--- config.mk ---
export PLATFORM = sky130hd
export DESIGN_NAME = rtc_tick_time_of_day_counter
export DESIGN_NICKNAME = d
export VERILOG_FILES = /design/src/hdl/rtc_tod_pkg.sv /design/src/hdl/rtc_tick_time_of_day_counter.sv
export SDC_FILE = /design/constraint.sdc
export NUM_CORES = 1
export LEC_CHECK = 0
export BUFFER_PORTS_ARGS = -buffer_cell sky130_fd_sc_hd__buf_2
export CAP_MARGIN = 20
export CORE_MARGIN = 3
export CORE_UTILIZATION = 50
export DETAILED_ROUTE_END_ITERATION = 16
export MAX_ROUTING_LAYER = met4
export PLACE_DENSITY = 0.71
export SLEW_MARGIN = 0
export SYNTH_ARGS = -nofsm -noshare
export SYNTH_HDL_FRONTEND = slang
export SYNTH_SLANG_ARGS = --single-unit
--- constraint.sdc ---
create_clock -name i_clk -period 13.05 [get_ports i_clk]
set_input_delay 3.915 -clock i_clk [delete_from_list [all_inputs] [get_ports i_clk]]
set_output_delay 3.915 -clock i_clk [all_outputs]
set_load 0.01 [all_outputs]
--- src/hdl/rtc_tod_pkg.sv ---
// Shared types, constants and helpers for the time-of-day counter.
// No dependencies.
package rtc_tod_pkg;

    localparam int FRAC_W    = 34;
    localparam int ELAPSED_W = 48;

    typedef logic [FRAC_W-1:0]    t_frac;
    typedef logic [ELAPSED_W-1:0] t_elapsed;
    typedef logic [7:0]           t_raw;
    typedef logic [5:0]           t_sixty;
    typedef logic [4:0]           t_hour;
    typedef logic [2:0]           t_wday;
    typedef logic [2:0]           t_paddr;
    typedef logic [63:0]          t_pdata;

    typedef enum logic [0:0] {
        CMD_LOAD = 1'b0,
        CMD_TICK = 1'b1
    } t_cmd;

    localparam t_frac  FRAC_ONE_SECOND = 34'd10000000000;
    localparam t_frac  TICK_RESET      = 34'd9765625;
    localparam t_sixty SIXTY_LAST      = 6'd59;
    localparam t_hour  HOUR_LAST       = 5'd23;
    localparam t_wday  WDAY_LAST       = 3'd7;
    localparam t_raw   PM_OFFSET       = 8'd12;
    localparam t_raw   PM_BIT          = 8'h80;

    // Any byte, also one with invalid digits: high nibble * 10 + low nibble.
    function automatic t_raw bcd_to_bin(input t_raw b);
        t_raw hi;
        hi = {4'd0, b[7:4]};
        return (hi << 3) + (hi << 1) + {4'd0, b[3:0]};
    endfunction

    function automatic t_sixty clamp_sixty(input t_raw v);
        return (v > {2'd0, SIXTY_LAST}) ? SIXTY_LAST : v[5:0];
    endfunction

endpackage

--- src/hdl/rtc_tick_time_of_day_counter.sv ---
// Time-of-day counter: load from raw clock-chip bytes, advance on periodic ticks.
// Depends on rtc_tod_pkg.
// Path: input register, then result register; the result is registered.
// Throughput: one item per cycle while the output is not stalled; the input register
// lets a new item in while a result waits, if it is empty. Reset is synchronous: clears the time, the fraction and the
// elapsed count, and sets tick_increment to 9765625.
module rtc_tick_time_of_day_counter (
    input  logic                    i_clk,
    input  logic                    i_rst_n,
    input  logic                    i_in_valid,
    output logic                    o_in_stall,
    input  logic                    i_command,
    input  logic                    i_periodic_flag,
    input  rtc_tod_pkg::t_raw       i_raw_seconds,
    input  rtc_tod_pkg::t_raw       i_raw_minutes,
    input  rtc_tod_pkg::t_raw       i_raw_hours,
    input  rtc_tod_pkg::t_raw       i_raw_weekday,
    input  logic                    i_mode_24h,
    input  logic                    i_mode_binary,
    output logic                    o_out_valid,
    input  logic                    i_out_stall,
    output rtc_tod_pkg::t_sixty     o_cur_seconds,
    output rtc_tod_pkg::t_sixty     o_cur_minutes,
    output rtc_tod_pkg::t_hour      o_cur_hours,
    output rtc_tod_pkg::t_wday      o_cur_weekday,
    output logic                    o_day_carry,
    output rtc_tod_pkg::t_elapsed   o_elapsed_seconds,
    input  logic                    psel,
    input  logic                    penable,
    input  logic                    pwrite,
    input  rtc_tod_pkg::t_paddr     paddr,
    input  rtc_tod_pkg::t_pdata     pwdata,
    output rtc_tod_pkg::t_pdata     prdata,
    output logic                    pready
);
    import rtc_tod_pkg::*;

    // config
    t_frac r_tick_inc;
    t_frac r_inc_eff;
    logic  w_cfg_wr;

    // input register
    logic  r_in_valid;
    t_cmd  r_in_cmd;
    logic  r_in_periodic;
    t_raw  r_in_sec, r_in_min, r_in_hour, r_in_wday;
    logic  r_in_24h, r_in_bin;

    // time state
    t_frac    r_frac;
    t_sixty   r_sec, r_min;
    t_hour    r_hour;
    t_wday    r_wday;
    t_elapsed r_elapsed;

    // result register
    logic     r_out_valid;
    t_sixty   r_out_sec, r_out_min;
    t_hour    r_out_hour;
    t_wday    r_out_wday;
    logic     r_out_carry;
    t_elapsed r_out_elapsed;

    logic w_in_acc, w_out_free, w_fire;

    t_frac    n_frac;
    t_sixty   n_sec, n_min;
    t_hour    n_hour;
    t_wday    n_wday;
    t_elapsed n_elapsed;
    logic     n_carry;

    logic          w_pm;
    t_raw          w_h7, w_hb, w_h12, w_hpm;
    t_raw          w_sb, w_mb, w_wb;
    logic [FRAC_W:0] w_acc, w_acc_sub;
    logic          w_sec_carry, w_tick;
    t_wday         w_wday_inc;

    assign pready   = 1'b1;
    assign w_cfg_wr = psel && penable && pwrite;
    assign prdata   = {{(64-FRAC_W){1'b0}}, r_tick_inc};

    always_ff @(posedge i_clk) begin
        if (!i_rst_n) begin
            r_tick_inc <= TICK_RESET;
            r_inc_eff  <= TICK_RESET;
        end else if (w_cfg_wr) begin
            r_tick_inc <= pwdata[FRAC_W-1:0];
            r_inc_eff  <= (pwdata[FRAC_W-1:0] > FRAC_ONE_SECOND) ? FRAC_ONE_SECOND
                                                                  : pwdata[FRAC_W-1:0];
        end
    end

    // handshake
    assign w_out_free = !r_out_valid || !i_out_stall;
    assign w_fire     = r_in_valid && w_out_free;
    assign o_in_stall = r_in_valid && !w_out_free;
    assign w_in_acc   = i_in_valid && !o_in_stall;

    always_ff @(posedge i_clk) begin
        if (!i_rst_n) begin
            r_in_valid <= 1'b0;
        end else begin
            r_in_valid <= w_in_acc || (r_in_valid && !w_fire);
        end
    end

    always_ff @(posedge i_clk) begin
        if (w_in_acc) begin
            r_in_cmd      <= t_cmd'(i_command);
            r_in_periodic <= i_periodic_flag;
            r_in_sec      <= i_raw_seconds;
            r_in_min      <= i_raw_minutes;
            r_in_hour     <= i_raw_hours;
            r_in_wday     <= i_raw_weekday;
            r_in_24h      <= i_mode_24h;
            r_in_bin      <= i_mode_binary;
        end
    end

    // load path
    always_comb begin
        w_pm  = !r_in_24h && ((r_in_hour & PM_BIT) != 8'd0);
        w_h7  = r_in_24h ? r_in_hour : (r_in_hour & ~PM_BIT);
        w_hb  = r_in_bin ? w_h7      : bcd_to_bin(w_h7);
        w_sb  = r_in_bin ? r_in_sec  : bcd_to_bin(r_in_sec);
        w_mb  = r_in_bin ? r_in_min  : bcd_to_bin(r_in_min);
        w_wb  = r_in_bin ? r_in_wday : bcd_to_bin(r_in_wday);
        w_h12 = (!r_in_24h && (w_hb == PM_OFFSET)) ? 8'd0 : w_hb;
        w_hpm = w_pm ? (w_h12 + PM_OFFSET) : w_h12;
    end

    // tick path
    always_comb begin
        w_tick      = (r_in_cmd == CMD_TICK) && r_in_periodic;
        w_acc       = {1'b0, r_frac} + {1'b0, r_inc_eff};
        w_acc_sub   = w_acc - {1'b0, FRAC_ONE_SECOND};
        w_sec_carry = (w_acc >= {1'b0, FRAC_ONE_SECOND});
        case (r_wday)
            3'd6:    w_wday_inc = 3'd0;
            3'd7:    w_wday_inc = 3'd1;
            default: w_wday_inc = r_wday + 3'd1;
        endcase
    end

    always_comb begin
        n_frac    = r_frac;
        n_sec     = r_sec;
        n_min     = r_min;
        n_hour    = r_hour;
        n_wday    = r_wday;
        n_elapsed = r_elapsed;
        n_carry   = 1'b0;
        if (r_in_cmd == CMD_LOAD) begin
            n_sec  = clamp_sixty(w_sb);
            n_min  = clamp_sixty(w_mb);
            n_hour = (w_hpm > {3'd0, HOUR_LAST}) ? HOUR_LAST : w_hpm[4:0];
            n_wday = (w_wb > {5'd0, WDAY_LAST}) ? WDAY_LAST : w_wb[2:0];
        end else if (w_tick) begin
            n_frac = w_sec_carry ? w_acc_sub[FRAC_W-1:0] : w_acc[FRAC_W-1:0];
            if (w_sec_carry) begin
                n_elapsed = r_elapsed + 48'd1;
                if (r_sec >= SIXTY_LAST) begin
                    n_sec = 6'd0;
                    if (r_min >= SIXTY_LAST) begin
                        n_min = 6'd0;
                        if (r_hour >= HOUR_LAST) begin
                            n_hour  = 5'd0;
                            n_wday  = w_wday_inc;
                            n_carry = 1'b1;
                        end else begin
                            n_hour = r_hour + 5'd1;
                        end
                    end else begin
                        n_min = r_min + 6'd1;
                    end
                end else begin
                    n_sec = r_sec + 6'd1;
                end
            end
        end
    end

    always_ff @(posedge i_clk) begin
        if (!i_rst_n) begin
            r_frac    <= '0;
            r_sec     <= '0;
            r_min     <= '0;
            r_hour    <= '0;
            r_wday    <= '0;
            r_elapsed <= '0;
        end else if (w_fire) begin
            r_frac    <= n_frac;
            r_sec     <= n_sec;
            r_min     <= n_min;
            r_hour    <= n_hour;
            r_wday    <= n_wday;
            r_elapsed <= n_elapsed;
        end
    end

    always_ff @(posedge i_clk) begin
        if (!i_rst_n) begin
            r_out_valid <= 1'b0;
        end else if (w_out_free) begin
            r_out_valid <= r_in_valid;
        end
    end

    always_ff @(posedge i_clk) begin
        if (w_fire) begin
            r_out_sec     <= n_sec;
            r_out_min     <= n_min;
            r_out_hour    <= n_hour;
            r_out_wday    <= n_wday;
            r_out_carry   <= n_carry;
            r_out_elapsed <= n_elapsed;
        end
    end

    assign o_out_valid       = r_out_valid;
    assign o_cur_seconds     = r_out_sec;
    assign o_cur_minutes     = r_out_min;
    assign o_cur_hours       = r_out_hour;
    assign o_cur_weekday     = r_out_wday;
    assign o_day_carry       = r_out_carry;
    assign o_elapsed_seconds = r_out_elapsed;

    a_frac_below_one: assert property (@(posedge i_clk) disable iff (!i_rst_n)
        r_frac < FRAC_ONE_SECOND)
        else $error("fraction accumulator reached one second");

    a_carry_at_midnight: assert property (@(posedge i_clk) disable iff (!i_rst_n)
        (o_out_valid && o_day_carry) |->
        (o_cur_hours == 5'd0 && o_cur_minutes == 6'd0 && o_cur_seconds == 6'd0))
        else $error("day carry without midnight");

    a_in_held: assert property (@(posedge i_clk) disable iff (!i_rst_n)
        (r_in_valid && !w_fire) |=> r_in_valid)
        else $error("input item dropped while stalled");

    a_elapsed_step: assert property (@(posedge i_clk) disable iff (!i_rst_n)
        (w_fire && !w_tick) |=> (r_elapsed == $past(r_elapsed)))
        else $error("elapsed count moved without a tick");

endmodule
=== Word-level counts from Yosys, hierarchy flattened ===
Index checks and enable logic that the tools add are counted.

* Register bits after elaboration: 277
* Output and inout port bits: 136
* Word-level logic and storage cells: 110

* Add/subtract/negate cells: 16
* $lt $le $gt $ge: 9
* Eq/ne operators: 3
* Multiplexer cells: 39
* Reductions and logical operators: 19

{| class="wikitable"
|+ Operators by type and width
! kind !! count
|-
| 48-bit 2-to-1 mux || 3
|-
| 34-bit 2-to-1 mux || 2
|-
| 6-bit 2-to-1 mux || 11
|-
| 8-bit 2-to-1 mux || 7
|-
| 48-bit by 1-bit adder with 48-bit output, second input constant || 1
|-
| 34-bit by 34-bit adder with 35-bit output || 1
|-
| 35-bit by 34-bit greater-or-equal comparator with 1-bit output, second input constant || 1
|-
| 5-bit 2-to-1 mux || 7
|-
| 34-bit > comparator, second input constant || 1
|-
| 34-bit subtractor, second input constant || 1
|-
| 7-bit by 5-bit adder with 8-bit output || 4
|-
| 8-bit by 4-bit adder with 8-bit output || 4
|-
| 3-bit 2-to-1 mux || 7
|-
| 8-bit by 6-bit > comparator with 1-bit output, second input constant || 2
|-
| 6-bit by 1-bit adder with 6-bit output, second input constant || 2
|-
| 6-bit greater-or-equal comparator, second input constant || 2
|-
| 1-bit logical AND || 9
|-
| 8-bit by 4-bit adder with 8-bit output, second input constant || 1
|-
| 8-bit by 4-bit == test with 1-bit output, second input constant || 1
|-
| 8-bit by 3-bit > comparator with 1-bit output, second input constant || 1
|-
| 8-bit by 5-bit > comparator with 1-bit output, second input constant || 1
|-
| 3-bit == test, second input constant || 2
|-
| 1-bit logical NOT || 6
|-
| 3-bit case mux with 2 select lines || 1
|-
| other kinds (7) || 8
|}

=== Depth between registers and ports, before layout ===
* Depth after elaboration: 12
* Depth in mapped cells: 22
* Gate-level depth less buffers: 19

=== Worst setup path before layout ===
No wires, ideal clock.

* Path kind: input port to output port
* Start: input i_out_stall
* End: output o_in_stall
* Arrival time: 4.134 ns
* Data required time: 9.135 ns
* Setup slack: 5.001 ns
* Cell stages on the path: 1
* Path buffers: 0
* Path through: and3_1

* Cells in the longest elaborated chain, start to end: 4

{| class="wikitable"
|+ Ends and longest elaborated chain
! what !! RTL line !! text
|-
| start: declaration || rtc_tick_time_of_day_counter.sv:21 || <nowiki>input logic i_out_stall,</nowiki>
|-
| 1-bit logical NOT || rtc_tick_time_of_day_counter.sv:97 || <nowiki>assign w_out_free = !r_out_valid || !i_out_stall;</nowiki>
|-
| 1-bit logical OR || rtc_tick_time_of_day_counter.sv:97 ||
|-
| 1-bit logical NOT || rtc_tick_time_of_day_counter.sv:99 || <nowiki>assign o_in_stall = r_in_valid && !w_out_free;</nowiki>
|-
| 1-bit logical AND || rtc_tick_time_of_day_counter.sv:99 ||
|-
| end: declaration || rtc_tick_time_of_day_counter.sv:11 || <nowiki>output logic o_in_stall,</nowiki>
|}

Every way passes these cells.

=== Worst setup path in the final report ===
Ends and elaborated chain as after synthesis.

==> reports/results.ini <==
[sta]
final.setup_skew_ns = 0.0390
max_slew_margin_pct = 32.0
setup_viol = 0
min_period_over_period_pct = 63.8
tightest_slew_ns = 1.01
hold_slack_ns = 0.456
post-route-min-period_ns = 8.33
fmax_mhz = 120
hold_viol = 0
drv_slew = 0
rsz0062_at_grt = no
fin_ws_ns = 4.72
tns_ns = 0

[power_and_ir_drop]
p_leak_nw = 7.08
ir_worst_vdd_uv = 106
powerDensity_nw_per_um2 = 114
power.total_mw = 2.08

[synthesis]
synth_top_family_by_area = simple AND/OR/NAND/NOR gates
synth-edff-count = 105
synthSimpleGateAreaFrac_pct = 22.2
yosysWarnings = 0
synth_xor_area_share_pct = 5.91
synth_cells = 1839
ys_ff_latch = 277
yosys-top-cells-area = dfxtp_1, edfxtp_1, nand2_1
synthAdderAreaFrac_pct = 6.70
yosysTopAreaCellShare_pct = 21.3
async_flop_share_pct = 0
yosysTopAreaCell = dfxtp_1
seq_area_frac_synth_pct = 40.9
synth_common_cells = nand2_1, dfxtp_1, nor2_1
yosysMostFrequentCell = nand2_1
synth_cell_types = 87
yosys-mux-area-fraction_pct = 1.53
synth_compound_area_share_pct = 17.9
syn_avg_cell_area_um2 = 8.78
synth_area_um2 = 16100
synth_ff_type = dfxtp_1

[routing]
drc = 0
drt-initial-drc-count = 1060
vias = 14200
vias_per_cell = 5.94
wire_per_inst_um = 17.4
wl_mm = 41.7
first_pass_iters = 5
antenna_left = 0

[critical_path]
reg2regPathDepth = 20
reg2reg_slack_ns = 6.77
path_cells = buf_2 -> and3_1 -> buf_2
crit_top_cell = buf_2
cp-start-kind = input port
slowest_delay_ns = 0.23
critPathMaxFanout = 3
cp.depth = 3
rr_startpoint = r_inc_eff[0]
worstPathArrival_ns = 4.41
cp.required_ns = 9.13
r2r-end = o_elapsed_seconds[19]
critPathKind = input port to output pin
crit_slowest_cell = and3_1
path_buf_inv = 2
cp_top_family = buffers and inverters
cp-end-kind = output pin

[grt]
antenna_found_initial = 0
grt_pass1_vias = 13500
grt_usage_pct = 24.3
grt_first_pass_wirelength_mm = 67.5
gr-total-overflow = 0
grt_max_degree = 96

[placed_design]
hpwl_mm = 29.8
dp.cells = 2335
postPlaceCellArea_um2 = 17200
gp_congestion = 0.938
io_buffers = 181
pre_cts_slack_ns = 4.72

[clock_network]
cts-hold-fix-buffers = 0
cts_max_level = 1
cts.sinks = 277
clk_path_buf_depth = 3
post_cts_buffers = 0
cts_resized = 0
cts_buffers = 30
path_clk_slew_ns = 0.06
cts-root-buf = clkbuf_16
insertion_delay_ns = 0.59
cts_tree = done

[floorplan]
die_width_um = 186
initial_core_util_pct = 50.9
pin_count = 246
rows = 65
dieArea_um2 = 34500
core_area_um2 = 31700
chipHeight_um = 186

[cells_and_area]
final_area_um2 = 18200
nets = 2157
final_core_util_pct = 57.4
n_antenna_cell = 0
final_layout_size_suffix_gt1_share_pct = 14.5
instances_no_fill = 2392
synthToLayoutAreaGrowth_pct = 12.8

[status]
status = complete, no violations

[min_path]
holdPathStages = 2
hp-start = r_tick_inc[19]
holdPathEnd = r_tick_inc[19]
worstHoldPathType = flop to flop

[flow_run]
drv_cap = 0

[cells by family (layout without fill, tap and decap cells)]
group           after synthesis  in the layout
compound gates              436            436
xor+xnor                    108            108
fa+ha+maj                    81             81
buf+inv                     172            294
flops                       277            277
mux                          24             24
other cells                   2             31
simple gates                739            739
[layer usage]
| layer | vias up | part of all wire [%] | GRT usage [%] |
|---|---|---|---|
| li1 | 6920 | - | - |
| met3 | 82 | 6.9 | 3.52 |
| met2 | 506 | 44 | 37.5 |
| met1 | 6706 | 46 | 33.6 |
| met5 | - | 0 | - |
| met4 | 0 | 2.6 | 7.09 |
[final cells by class]
type                            instances  area [um^2]
Fill cell                            2820        13500
Tap cell                              402          503
Multi-Input combinational cell       1419         8890
Inverter                               41          156
Timing Repair Buffer                  197         1050
Sequential cell                       277         6600
Clock buffer                           44          888
Clock inverter                         12          129
[registers in the layout (all words and copies together) (netlist names), 5 cells and up]
signal,flops
o_elapsed_seconds,48
r_elapsed,48
r_frac,34
r_inc_eff,34
r_tick_inc,34
r_in_hour,8
r_in_min,8
r_in_sec,8
r_in_wday,8
o_cur_minutes,6
o_cur_seconds,6
r_min,6
r_sec,6
o_cur_hours,5
r_hour,5
[power breakdown]
part,switching (mW),total (mW),leakage [nW],internal [mW]
sequential,0.0263,0.961,2.37,0.935
clock,0.362,0.859,0.504,0.496
combinational,0.165,0.264,4.21,0.0983
[tightest hold or removal path: cells and delay by family (launching register included)]
family          cells  cell delay (ns)
flops               1             0.31
compound gates      1             0.05
simple gates        1             0.05
[worst max path at each step]
stage	start	endpoint	slack, ns
after floorplan	i_out_stall	o_in_stall	5.00
after global placement	i_out_stall	o_in_stall	4.72
after detailed placement	i_out_stall	o_in_stall	4.72
after CTS	i_out_stall	o_in_stall	4.72
after global routing	i_out_stall	o_in_stall	4.69
final	i_out_stall	o_in_stall	4.72
[placed cells by master (no fill, tap or decap), types with 50 or more instances in the layout]
cell and count:
nor3_1 50, ha_1 72, nand3_1 87, nand2_1 250
buf_2 181, o21ai_0 78, a21oi_1 145, dfxtp_1 172
xnor2_1 62, edfxtp_1 105, nor2_1 152
Note: power is estimated with default switching activity, not from simulation.
